`config.mk`:
```
export PLATFORM = sky130hd
export DESIGN_NAME = cascaded_position_velocity_pid_unit_flat
export DESIGN_NICKNAME = d
export VERILOG_FILES = /design/src/hdl/cpv_pkg.sv /design/src/hdl/cpv_if.sv /design/src/hdl/cpv_cfg.sv /design/src/hdl/cpv_mac.sv /design/src/hdl/cascaded_position_velocity_pid_unit.sv /design/src/flat_wrapper.sv
export SDC_FILE = /design/constraint.sdc
export NUM_CORES = 1
export LEC_CHECK = 0
export ABC_AREA = 1
export BUFFER_PORTS_ARGS = -buffer_cell sky130_fd_sc_hd__buf_4
export CAP_MARGIN = 20
export CELL_PAD_IN_SITES_DETAIL_PLACEMENT = 1
export CELL_PAD_IN_SITES_GLOBAL_PLACEMENT = 1
export CORE_UTILIZATION = 48
export CTS_CLUSTER_SIZE = 14
export DETAILED_ROUTE_END_ITERATION = 8
export PLACE_DENSITY_LB_ADDON = 0.1
export SYNTH_ARGS = -nofsm -noshare
export SYNTH_HDL_FRONTEND = slang
export SYNTH_SLANG_ARGS = --single-unit
```
`constraint.sdc`:
```
create_clock -name clk -period 6.15 [get_ports clk]
set_input_delay 1.845 -clock clk [delete_from_list [all_inputs] [get_ports clk]]
set_output_delay 1.845 -clock clk [all_outputs]
set_load 0.05 [all_outputs]
```
`src/hdl/cpv_pkg.sv`:
```
package cpv_pkg;

	localparam int GAIN_W  = 16;
	localparam int OP_W    = 23;
	localparam int ACC_W   = OP_W + 2 + GAIN_W;
	localparam int CNT_W   = $clog2(GAIN_W + 1);
	localparam int CFG_W   = 20;
	localparam int IDX_W   = 3;
	localparam int CLAMP_W = 30;

	localparam int OUTER_SHIFT = 11;
	localparam int INNER_SHIFT = 12;

	localparam int DRIVE_LIMIT_DEF    = 30000;
	localparam int VEL_DERIV_GAIN_DEF = 0;

	localparam logic [15:0] POS_KP_RST   = 16'd2560;
	localparam logic [15:0] POS_KI_RST   = 16'd26;
	localparam logic [15:0] POS_KD_RST   = 16'd0;
	localparam logic [15:0] POS_ILIM_RST = 16'd12800;
	localparam logic [14:0] POS_OLIM_RST = 15'd4800;
	localparam logic [15:0] VEL_KP_RST   = 16'd20480;
	localparam logic [15:0] VEL_KI_RST   = 16'd0;
	localparam logic [19:0] VEL_ILIM_RST = 20'd0;

	typedef enum logic [IDX_W-1:0] {
		REG_POS_KP   = 3'd0,
		REG_POS_KI   = 3'd1,
		REG_POS_KD   = 3'd2,
		REG_POS_ILIM = 3'd3,
		REG_POS_OLIM = 3'd4,
		REG_VEL_KP   = 3'd5,
		REG_VEL_KI   = 3'd6,
		REG_VEL_ILIM = 3'd7
	} reg_idx_t;

	typedef struct packed {
		logic [15:0] pos_kp;
		logic [15:0] pos_ki;
		logic [15:0] pos_kd;
		logic [15:0] pos_ilim;
		logic [14:0] pos_olim;
		logic [15:0] vel_kp;
		logic [15:0] vel_ki;
		logic [19:0] vel_ilim;
	} cfg_t;

	typedef enum logic [2:0] {
		ST_IDLE,
		ST_OPREP,
		ST_OMAC,
		ST_OFIN,
		ST_IPREP,
		ST_IMAC,
		ST_IFIN
	} state_t;

	typedef struct packed {
		logic                     start;
		logic signed [OP_W-1:0]   op_a;
		logic signed [OP_W-1:0]   op_b;
		logic signed [OP_W-1:0]   op_c;
		logic        [GAIN_W-1:0] gain_a;
		logic        [GAIN_W-1:0] gain_b;
		logic        [GAIN_W-1:0] gain_c;
	} mac_req_t;

	typedef struct packed {
		logic busy;
		logic done;
	} mac_stat_t;

endpackage

```
`src/hdl/cpv_if.sv`:
```
interface cpv_tick_if;
	logic               valid;
	logic               ready;
	logic signed [15:0] target_position;
	logic signed [15:0] measured_position;
	logic signed [15:0] measured_velocity;

	modport source (
		output valid, target_position, measured_position, measured_velocity,
		input  ready
	);
	modport sink (
		input  valid, target_position, measured_position, measured_velocity,
		output ready
	);
endinterface

interface cpv_result_if;
	logic               valid;
	logic               ready;
	logic signed [15:0] drive;
	logic signed [15:0] velocity_reference;

	modport source (
		output valid, drive, velocity_reference,
		input  ready
	);
	modport sink (
		input  valid, drive, velocity_reference,
		output ready
	);
endinterface

```
`src/hdl/cpv_cfg.sv`:
```
module cpv_cfg (
	input  logic                        clk,
	input  logic                        arst_n,
	input  logic                        cfg_we,
	input  logic [cpv_pkg::IDX_W-1:0]   cfg_index,
	input  logic [cpv_pkg::CFG_W-1:0]   cfg_data,
	output cpv_pkg::cfg_t               cfg
);

	cpv_pkg::cfg_t cfg_q;

	always_ff @(posedge clk or negedge arst_n) begin
		if (!arst_n) begin
			cfg_q.pos_kp   <= cpv_pkg::POS_KP_RST;
			cfg_q.pos_ki   <= cpv_pkg::POS_KI_RST;
			cfg_q.pos_kd   <= cpv_pkg::POS_KD_RST;
			cfg_q.pos_ilim <= cpv_pkg::POS_ILIM_RST;
			cfg_q.pos_olim <= cpv_pkg::POS_OLIM_RST;
			cfg_q.vel_kp   <= cpv_pkg::VEL_KP_RST;
			cfg_q.vel_ki   <= cpv_pkg::VEL_KI_RST;
			cfg_q.vel_ilim <= cpv_pkg::VEL_ILIM_RST;
		end else if (cfg_we) begin
			unique case (cpv_pkg::reg_idx_t'(cfg_index))
				cpv_pkg::REG_POS_KP:   cfg_q.pos_kp   <= cfg_data[15:0];
				cpv_pkg::REG_POS_KI:   cfg_q.pos_ki   <= cfg_data[15:0];
				cpv_pkg::REG_POS_KD:   cfg_q.pos_kd   <= cfg_data[15:0];
				cpv_pkg::REG_POS_ILIM: cfg_q.pos_ilim <= cfg_data[15:0];
				cpv_pkg::REG_POS_OLIM: cfg_q.pos_olim <= cfg_data[14:0];
				cpv_pkg::REG_VEL_KP:   cfg_q.vel_kp   <= cfg_data[15:0];
				cpv_pkg::REG_VEL_KI:   cfg_q.vel_ki   <= cfg_data[15:0];
				cpv_pkg::REG_VEL_ILIM: cfg_q.vel_ilim <= cfg_data[19:0];
			endcase
		end
	end

	assign cfg = cfg_q;

endmodule

```
`src/hdl/cpv_mac.sv`:
```
module cpv_mac (
	input  logic                                 clk,
	input  logic                                 arst_n,
	input  cpv_pkg::mac_req_t                    req,
	output cpv_pkg::mac_stat_t                   stat,
	output logic signed [cpv_pkg::ACC_W-1:0]     acc
);

	localparam int XW = cpv_pkg::OP_W + 3;
	localparam int HW = cpv_pkg::OP_W + 2;

	logic [cpv_pkg::GAIN_W-1:0]        ga_q, gb_q, gc_q;
	logic signed [cpv_pkg::OP_W-1:0]   a_q, b_q, c_q;
	logic signed [HW-1:0]              hi_q;
	logic [cpv_pkg::GAIN_W-1:0]        lo_q;
	logic [cpv_pkg::CNT_W-1:0]         cnt_q;
	logic                              busy_q;
	logic                              done_q;

	logic signed [XW-1:0] term;
	logic signed [XW-1:0] sum;

	// one gain bit of all three products per cycle, added at the top of a right-shifting sum
	always_comb begin
		term = (ga_q[0] ? XW'(a_q) : '0)
		     + (gb_q[0] ? XW'(b_q) : '0)
		     + (gc_q[0] ? XW'(c_q) : '0);
		sum  = XW'(hi_q) + term;
	end

	always_ff @(posedge clk or negedge arst_n) begin
		if (!arst_n) begin
			busy_q <= 1'b0;
			done_q <= 1'b0;
			cnt_q  <= '0;
		end else begin
			done_q <= 1'b0;
			if (req.start) begin
				busy_q <= 1'b1;
				cnt_q  <= cpv_pkg::CNT_W'(cpv_pkg::GAIN_W);
			end else if (busy_q) begin
				cnt_q <= cnt_q - 1'b1;
				if (cnt_q == cpv_pkg::CNT_W'(1)) begin
					busy_q <= 1'b0;
					done_q <= 1'b1;
				end
			end
		end
	end

	always_ff @(posedge clk) begin
		if (req.start) begin
			ga_q <= req.gain_a;
			gb_q <= req.gain_b;
			gc_q <= req.gain_c;
			a_q  <= req.op_a;
			b_q  <= req.op_b;
			c_q  <= req.op_c;
			hi_q <= '0;
			lo_q <= '0;
		end else if (busy_q) begin
			ga_q <= ga_q >> 1;
			gb_q <= gb_q >> 1;
			gc_q <= gc_q >> 1;
			hi_q <= sum[XW-1:1];
			lo_q <= {sum[0], lo_q[cpv_pkg::GAIN_W-1:1]};
		end
	end

	assign acc       = $signed({hi_q, lo_q});
	assign stat.busy = busy_q;
	assign stat.done = done_q;

endmodule

```
`src/hdl/cascaded_position_velocity_pid_unit.sv`:
```
// One tick is worked on at a time: a new tick is accepted only once the last result is in
// the output register. Each tick takes two 16-step passes of the shared bit-serial
// multiply-accumulate unit (one gain bit per cycle, all three terms at once).
// The output register holds a result while the next tick is accepted and worked on.
// Reset clears the error sums, previous errors and output valid, and loads the
// register defaults into the configuration registers.
module cascaded_position_velocity_pid_unit #(
	parameter int DRIVE_LIMIT    = cpv_pkg::DRIVE_LIMIT_DEF,
	parameter int VEL_DERIV_GAIN = cpv_pkg::VEL_DERIV_GAIN_DEF
) (
	input  logic                        clk,
	input  logic                        arst_n,
	cpv_tick_if.sink                    tick,
	cpv_result_if.source                result,
	input  logic                        cfg_we,
	input  logic [cpv_pkg::IDX_W-1:0]   cfg_index,
	input  logic [cpv_pkg::CFG_W-1:0]   cfg_data
);

	localparam int CW = cpv_pkg::CLAMP_W;
	localparam logic [15:0]        DRV_LIM   = 16'(DRIVE_LIMIT);
	localparam logic signed [16:0] DRV_LIM_S = 17'(DRIVE_LIMIT);
	localparam logic [15:0]        VEL_KD    = 16'(VEL_DERIV_GAIN);

	function automatic logic signed [CW-1:0] clamp_sym(input logic signed [CW-1:0] x,
		input logic [19:0] lim);
		logic signed [CW-1:0] l;
		l = $signed(CW'(lim));
		if (x >= l)
			return l;
		else if (x <= -l)
			return -l;
		else
			return x;
	endfunction

	cpv_pkg::cfg_t      cfg;
	cpv_pkg::mac_req_t  mac_req;
	cpv_pkg::mac_stat_t mac_stat;
	logic signed [cpv_pkg::ACC_W-1:0] mac_acc;

	cpv_pkg::state_t state_q, state_d;

	logic signed [15:0] tp_q, mp_q, mv_q;
	logic signed [17:0] psum_q;
	logic signed [16:0] ppe_q;
	logic signed [20:0] vsum_q;
	logic signed [16:0] pve_q;
	logic signed [15:0] vref_q;
	logic signed [15:0] drive_q, vref_out_q;
	logic               res_valid_q;

	logic signed [16:0] pe, ve;
	logic signed [18:0] psum_raw;
	logic signed [21:0] vsum_raw;
	logic signed [17:0] psum_new;
	logic signed [20:0] vsum_new;
	logic signed [17:0] pde, vde;
	logic signed [15:0] vref_new, drive_new;
	logic               out_free;
	logic               load_out;

	cpv_cfg u_cfg (
		.clk       (clk),
		.arst_n    (arst_n),
		.cfg_we    (cfg_we),
		.cfg_index (cfg_index),
		.cfg_data  (cfg_data),
		.cfg       (cfg)
	);

	cpv_mac u_mac (
		.clk    (clk),
		.arst_n (arst_n),
		.req    (mac_req),
		.stat   (mac_stat),
		.acc    (mac_acc)
	);

	always_comb begin
		pe       = 17'(tp_q) - 17'(mp_q);
		psum_raw = 19'(psum_q) + 19'(pe);
		psum_new = 18'(clamp_sym(CW'(psum_raw), 20'(cfg.pos_ilim)));
		pde      = 18'(pe) - 18'(ppe_q);
		vref_new = 16'(clamp_sym($signed(mac_acc[cpv_pkg::ACC_W-1:cpv_pkg::OUTER_SHIFT]),
			20'(cfg.pos_olim)));

		ve       = 17'(vref_q) - 17'(mv_q);
		vsum_raw = 22'(vsum_q) + 22'(ve);
		vsum_new = 21'(clamp_sym(CW'(vsum_raw), cfg.vel_ilim));
		vde      = 18'(ve) - 18'(pve_q);
		drive_new = 16'(clamp_sym(
			CW'($signed(mac_acc[cpv_pkg::ACC_W-1:cpv_pkg::INNER_SHIFT])), 20'(DRV_LIM)));
	end

	assign out_free = !res_valid_q || result.ready;

	always_comb begin
		state_d = state_q;
		unique case (state_q)
			cpv_pkg::ST_IDLE:  if (tick.valid) state_d = cpv_pkg::ST_OPREP;
			cpv_pkg::ST_OPREP: state_d = cpv_pkg::ST_OMAC;
			cpv_pkg::ST_OMAC:  if (mac_stat.done) state_d = cpv_pkg::ST_OFIN;
			cpv_pkg::ST_OFIN:  state_d = cpv_pkg::ST_IPREP;
			cpv_pkg::ST_IPREP: state_d = cpv_pkg::ST_IMAC;
			cpv_pkg::ST_IMAC:  if (mac_stat.done) state_d = cpv_pkg::ST_IFIN;
			cpv_pkg::ST_IFIN:  if (out_free) state_d = cpv_pkg::ST_IDLE;
			default:           state_d = cpv_pkg::ST_IDLE;
		endcase
	end

	always_comb begin
		tick.ready     = (state_q == cpv_pkg::ST_IDLE);
		load_out       = (state_q == cpv_pkg::ST_IFIN) && out_free;
		mac_req.start  = (state_q == cpv_pkg::ST_OPREP) || (state_q == cpv_pkg::ST_IPREP);
		if (state_q == cpv_pkg::ST_OPREP) begin
			mac_req.op_a   = cpv_pkg::OP_W'(pe);
			mac_req.op_b   = cpv_pkg::OP_W'(psum_new);
			mac_req.op_c   = cpv_pkg::OP_W'(pde);
			mac_req.gain_a = cfg.pos_kp;
			mac_req.gain_b = cfg.pos_ki;
			mac_req.gain_c = cfg.pos_kd;
		end else begin
			mac_req.op_a   = cpv_pkg::OP_W'(ve);
			mac_req.op_b   = cpv_pkg::OP_W'(vsum_new);
			mac_req.op_c   = cpv_pkg::OP_W'(vde);
			mac_req.gain_a = cfg.vel_kp;
			mac_req.gain_b = cfg.vel_ki;
			mac_req.gain_c = VEL_KD;
		end
	end

	always_ff @(posedge clk or negedge arst_n) begin
		if (!arst_n) begin
			state_q     <= cpv_pkg::ST_IDLE;
			psum_q      <= '0;
			ppe_q       <= '0;
			vsum_q      <= '0;
			pve_q       <= '0;
			res_valid_q <= 1'b0;
		end else begin
			state_q <= state_d;
			if (state_q == cpv_pkg::ST_OPREP) begin
				psum_q <= psum_new;
				ppe_q  <= pe;
			end
			if (state_q == cpv_pkg::ST_IPREP) begin
				vsum_q <= vsum_new;
				pve_q  <= ve;
			end
			if (load_out)
				res_valid_q <= 1'b1;
			else if (result.ready)
				res_valid_q <= 1'b0;
		end
	end

	always_ff @(posedge clk) begin
		if (tick.valid && tick.ready) begin
			tp_q <= tick.target_position;
			mp_q <= tick.measured_position;
			mv_q <= tick.measured_velocity;
		end
		if (state_q == cpv_pkg::ST_OFIN)
			vref_q <= vref_new;
		if (load_out) begin
			drive_q    <= drive_new;
			vref_out_q <= vref_q;
		end
	end

	assign result.valid              = res_valid_q;
	assign result.drive              = drive_q;
	assign result.velocity_reference = vref_out_q;

	a_mac_start_idle: assert property (@(posedge clk) disable iff (!arst_n)
		mac_req.start |-> !mac_stat.busy)
		else $error("multiply-accumulate started while busy");

	a_mac_done_state: assert property (@(posedge clk) disable iff (!arst_n)
		mac_stat.done |-> (state_q == cpv_pkg::ST_OMAC || state_q == cpv_pkg::ST_IMAC))
		else $error("multiply-accumulate finished outside a wait state");

	a_accept_starts: assert property (@(posedge clk) disable iff (!arst_n)
		(tick.valid && tick.ready) |=> (state_q == cpv_pkg::ST_OPREP))
		else $error("accepted tick did not start the outer loop");

	a_drive_range: assert property (@(posedge clk) disable iff (!arst_n)
		result.valid |-> (17'(result.drive) <= DRV_LIM_S && 17'(result.drive) >= -DRV_LIM_S))
		else $error("drive outside its limit");

endmodule
```
`src/flat_wrapper.sv`:
```
// flat-port wrapper written by rule: the top's interface ports become plain ports
module cascaded_position_velocity_pid_unit_flat 
#(
	parameter int DRIVE_LIMIT    = cpv_pkg::DRIVE_LIMIT_DEF,
	parameter int VEL_DERIV_GAIN = cpv_pkg::VEL_DERIV_GAIN_DEF
)
  (clk, arst_n, cfg_we, cfg_index, cfg_data, tick_valid, tick_target_position, tick_measured_position, tick_measured_velocity, tick_ready, result_valid, result_drive, result_velocity_reference, result_ready);
  cpv_tick_if tick_i ();
  cpv_result_if result_i ();
  input  logic clk;
  input  logic arst_n;
  input  logic cfg_we;
  input  logic [cpv_pkg::IDX_W-1:0] cfg_index;
  input  logic [cpv_pkg::CFG_W-1:0] cfg_data;
  input wire logic [$bits(tick_i.valid)-1:0] tick_valid;
  input wire logic [$bits(tick_i.target_position)-1:0] tick_target_position;
  input wire logic [$bits(tick_i.measured_position)-1:0] tick_measured_position;
  input wire logic [$bits(tick_i.measured_velocity)-1:0] tick_measured_velocity;
  output wire logic [$bits(tick_i.ready)-1:0] tick_ready;
  output wire logic [$bits(result_i.valid)-1:0] result_valid;
  output wire logic [$bits(result_i.drive)-1:0] result_drive;
  output wire logic [$bits(result_i.velocity_reference)-1:0] result_velocity_reference;
  input wire logic [$bits(result_i.ready)-1:0] result_ready;
  assign tick_i.valid = tick_valid;
  assign tick_i.target_position = tick_target_position;
  assign tick_i.measured_position = tick_measured_position;
  assign tick_i.measured_velocity = tick_measured_velocity;
  assign tick_ready = tick_i.ready;
  assign result_valid = result_i.valid;
  assign result_drive = result_i.drive;
  assign result_velocity_reference = result_i.velocity_reference;
  assign result_i.ready = result_ready;
  cascaded_position_velocity_pid_unit #(.DRIVE_LIMIT(DRIVE_LIMIT), .VEL_DERIV_GAIN(VEL_DERIV_GAIN)) u_core (.clk(clk), .arst_n(arst_n), .tick(tick_i), .result(result_i), .cfg_we(cfg_we), .cfg_index(cfg_index), .cfg_data(cfg_data));
endmodule
```
# Word-level counts from Yosys, hierarchy flattened
# Cells that the tools add are included.
[totals]
ff_bits = 469
output_inout_bits = 34
word_cells = 123
[classes]
n_addsub = 13
eq_ne = 18
mux = 32
reduce_logical = 19
magnitude_cmp = 8
[op_table]
columns = ["operator", "n"]
rows = [
  ["2-to-1 mux 16 bit", 8],
  ["2-to-1 mux 117 bit", 1],
  ["2-to-1 mux 26 bit", 3],
  ["adder 26 bit", 2],
  ["2-to-1 mux 21 bit", 2],
  ["2-to-1 mux 18 bit", 2],
  ["subtractor 17 x 17 -> 18 bit", 2],
  ["subtractor 16 x 16 -> 17 bit", 2],
  ["greater-or-equal comparator 30 x 16 -> 1 bit", 1],
  ["less-or-equal comparator 19 x 30 -> 1 bit", 1],
  ["less-or-equal comparator 22 x 30 -> 1 bit", 1],
  ["less-or-equal comparator 30 bit", 1],
  ["negator 15 -> 30 bit", 1],
  ["negator 16 -> 30 bit", 1],
  ["negator 20 -> 30 bit", 1],
  ["greater-or-equal comparator 29 x 16 -> 1 bit (second input constant)", 1],
  ["less-or-equal comparator 29 x 16 -> 1 bit (second input constant)", 1],
  ["adder 25 x 26 -> 26 bit", 1],
  ["adder 21 x 17 -> 22 bit", 1],
  ["greater-or-equal comparator 22 x 21 -> 1 bit", 1],
  ["equality test 3 bit (second input constant)", 7],
  ["case mux 3 bit (7 select lines)", 1],
  ["adder 18 x 17 -> 19 bit", 1],
  ["greater-or-equal comparator 19 x 17 -> 1 bit", 1],
  ["18 further kinds", 46],
]

# Longest topological paths before layout
[depth]
word_depth = 7
ltp_mapped = 42
ltp_nobuf = 41

# By module
# From an unflattened synthesis, not the netlist that was laid out.
[unflattened]
hier_cells = 4135
hier_area_um2 = 32032.0
[by_module_without_submodules]
columns = ["module", "cells_per_inst", "area_per_inst_um2", "n_inst"]
rows = [
  ["cascaded_position_velocity_pid_unit", 2507, 17689.5, 1],
  ["cpv_mac", 1037, 9156.3, 1],
  ["cpv_cfg", 591, 5186.2, 1],
]

# Worst setup path before layout
# No wires, ideal clock.
[synth_path]
path_kind = "reg2reg"
from = "reg u_core.vref_q[7]"
to = "reg u_core.u_mac.b_q[17] in the netlist's numbering (data pin)"
path_slack_ps = 641
n_path_buf = 1
arrival_time_ps = 5246
path_stages_with_launch = 38
setup_time_ps = 263
t_required_ps = 5887
synth_period_minus_slack_ps = 5509
cell_sequence = "edfxtp_1 -> ha_1 -> inv_1 -> nor4_1 -> nand2_1 -> nand2_1 -> nand2_1 -> nand2_1 -> a21oi_1 -> o21ai_0 -> nand3_1 -> nand2_1 -> nand3_1 -> a22oi_1 -> inv_1 -> ha_1 -> nand2_1 -> inv_1 -> (+2 left out) -> nand3_1 -> o2111ai_1 -> xor2_1 -> inv_1 -> ha_1 -> nand2_1 -> inv_1 -> nand3_1 -> nor2_1 -> nand4_1 -> a21o_1 -> nand3_1 -> clkbuf_1 -> nand2_1 -> o211ai_1 -> nand2_1 -> nand2_1 -> nand2_1"
[synth_rtl]
columns = ["item", "line_no", "source"]
rows = [
  ["from (decl)", "cascaded_position_velocity_pid_unit.sv:49", "logic signed [15:0] vref_q;"],
  ["from (signal assigned)", "cascaded_position_velocity_pid_unit.sv:165", "vref_q <= vref_new;"],
  ["to (signal assigned)", "cpv_mac.sv:57", "b_q <= req.op_b;"],
  ["to (decl)", "cpv_mac.sv:13", "logic signed [cpv_pkg::OP_W-1:0] a_q, b_q, c_q;"],
]

==> results by group <==
Run status
  – Status: completed

Setup path
  – Critical Path Most Common Cell: nand2_1
  – FF-to-FF setup slack: 0.11 ns
  – Startpoint types: register
  – CP endpoint kind: register
  – Worst path slowest cell: edfxtp_1
  – Max stage delay on crit path: 0.41 ns
  – Crit-path max FO: 9
  – Crit path kind: register to register
  – R2R Path End: u_core.u_mac.b_q[6]
  – Reg2reg start: u_core.vref_q[2]
  – Worst EP arrival: 6.42 ns
  – Worst R2R Path Depth: 34
  – CP required: 6.53 ns

Timing
  – Setup-failing EPs final: 0
  – Clock Skews: 0.0567 ns
  – Final worst-path cycle share: 98.2%
  – RSZ-0062 raised after global routing: true
  – Endpoints failing hold: 0
  – Tmin final: 6.04 ns
  – Rel. slew slack: 26.3%
  – Fmax achieved: 0.166 GHz
  – Worst Max-Slew Pin Slew: 1.10 ns
  – Fin. max-slew vios: 0

Clock network
  – CTS tree: yes
  – Clk sinks: 445
  – CTS Hold Bufs: 0
  – Clock Latency Late Sink: 0.65 ns
  – CTS root buf: clkbuf_16
  – Bufs on Longest Clock Path: 3
  – H-tree Lvls: 2
  – Num CTS Buffers: 52
  – Worst-path clk slew: 0.07 ns

Logic synthesis
  – Syn avg cell area: 8.26 um^2
  – Warnings from Yosys: 0
  – Sequential-to-total area share from yosys stat: 40.4%
  – Cell count after synthesis: 3595
  – Syn Nets: 3999
  – #FFs+latches synth: 445
  – Post-synth EDFFs: 200
  – Main flop type after synthesis: dfrtp_1
  – Asr flop ratio synth: 48.3%
  – Post-synth cell types: 57
  – Synth Cell Area: 29700 um^2

Layout
  – Leading cell types in the layout, fill and taps excluded: nand2_1 (830), inv_1 (449), o21ai_0 (316), buf_4 (277), a21oi_1 (253)
  – Final core utilization: 58.3%
  – Commonest non-fill, non-tap cell in the layout: nand2_1
  – Post-layout nets: 4251
  – Area growth syn-to-layout: 19.1%
  – Share of layout cells above drive strength 1: 14.5%
  – Fill count: 7125

Route
  – Via-per-instance ratio: 5.83
  – Routed Antenna Nets: 0
  – Via Count: 27241
  – Total Wirelength: 106000 um
  – Drt pass-1 iters: 5
  – DRC: 0
  – Wire length per cell: 22.6 um
  – Initial DRC Count: 1975

Die
  – Starting Density: 48.9%
  – Die X-Extent: 251 um
  – Die ar.: 62900 um^2
  – # IOs: 110
  – Core area: 60700 um^2
  – Die Ht: 251 um
  – Row cnt: 90

Min path
  – Hold path cells: 0
  – Hold path start: u_core.vref_q[8]
  – Hold path endpoint: u_core.result.velocity_reference[8]
  – Hold Crit Class: register to register

Placement
  – I/O Buffers: 109
  – Post-DP HPWL: 78300 um
  – Gpl congestion: 0.942

Global routing
  – Vias in the first global route: 28446
  – Initial antenna violation count: 4
  – First-pass GRT wire length: 160000 um
  – Largest net degree at the start of global routing: 112
  – Overall Global Routing Usage: 32.8%
  – Grt total ovfl: 0

Flow run
  – Max_cap viols: 0
[what timing repair did]
| action | CTS | global route |
|---|---|---|
| gates cloned | 0 | 6 |
| endpoints found under the setup margin | 46 | 60 |
| gates resized for setup | 12 | 146 |
| buffers inserted | 3 | 18 |
| pin swaps | 2 | 62 |
[per-layer routing]
| metal | global-route usage, % | wire length, um |
|---|---|---|
| met5 | 0 | 13 |
| met4 | 14.5 | 4670 |
| met3 | 5.28 | 6120 |
| met2 | 53.7 | 49600 |
| met1 | 42.9 | 45200 |
[per-stage QoR]
stage	TNS, ns	worst slack (ns)	cell area, um^2	hold slack (ns)	instances
final	0	0.113	35400	0.448	4676
after global routing	-4.72	-0.188	35400	0.472	4673
after CTS	0	0.00268	34300	0.453	4642
after detailed placement	-4.01	-0.183	32400	0.444	4541
after global placement	0	0.131	32400	0.437	4540
after floorplan	0	0.641	29700	0.426	3595
[sequential cells by signal (all words and copies together), names as in the netlist, 3 cells and up]
register and flops:
u_core.vref_q 16, u_core.ppe_q 17, u_core.u_mac.b_q 21, u_core.mv_q 16
u_core.u_mac.gb_q 16, u_core.mp_q 16, u_core.vsum_q 21, u_core.u_mac.c_q 18
u_core.u_mac.hi_q 25, u_core.u_mac.a_q 17, u_core.state_q 3, u_core.u_mac.lo_q 5
u_core.result.drive 16, u_core.result.velocity_reference 16, u_core.psum_q 18, u_core.tp_q 16
u_core.u_mac.gc_q 16, u_core.pve_q 17, u_core.u_cfg.cfg 131, u_core.u_mac.ga_q 16
u_core.u_mac.cnt_q 5
[critical path, delay by kind of cell (launching register included)]
kind / cells / cell delay, ns
DFF: 1 / 0.41
and+or+nand+nor: 12 / 1.19
xor gates and xnor gates: 2 / 0.52
buffers and inverters: 8 / 1.11
adders and majority gates: 3 / 0.97
AOI/OAI and AO/OA: 9 / 1.53
[logic make-up (layout without fill, tap and decap cells)]
family                     after synthesis  count (layout)  share of synthesized area, %
muxes                                    1               1                        0.0337
other                                    0               3                             0
xor gates and xnor gates               116             116                          3.42
adders and majority gates              328             328                          15.2
AOI/OAI and AO/OA                      751             751                          14.0
buffers and inverters                  569             865                          7.25
and+or+nand+nor                       1385            1385                          19.7
DFF                                    445             445                          40.4
[synth_stat cells (all sizes together) (35+ instances only)]
master	count	area share, %
nand4	55	1.2
a21oi	265	4.5
o21ai	336	5.7
o211ai	35	0.90
xor2	88	2.6
ha	272	11
nor2	219	2.8
nand2	862	11
nand3	145	2.6
edfxtp	200	20
dfrtp	201	17
fa	56	3.8
clkbuf	90	1.1
inv	465	5.9
nor3	56	1.0
[final cells by class]
class,count,area [um^2],area share (%)
diodes,3,7.51,0.0212
inverters,467,1770,5.00
clock inverters,23,333,0.941
multi-input cells,2581,16300,46.0
repair buffers,300,2510,7.10
flip-flops and latches,445,12000,33.9
clock buffers,75,1490,4.22
well taps,782,978,2.77
[worst max path at each step]
stage,end,depth (start not counted),start,slack (ns)
CTS,u_core.u_mac.b_q[12],39,u_core.mp_q[0],0.003
global placement,u_core.u_mac.b_q[17],38,u_core.vref_q[0],0.13
floorplan,u_core.u_mac.b_q[17],37,u_core.vref_q[7],0.64
finish,u_core.u_mac.b_q[6],34,u_core.vref_q[2],0.11
detailed placement,u_core.u_mac.b_q[19],40,u_core.vref_q[0],-0.18
global route,u_core.u_mac.b_q[7],38,u_core.vref_q[7],-0.19
Power is not shown: default switching activity piles up to over one toggle a cycle in this logic, so the estimate is an artifact.
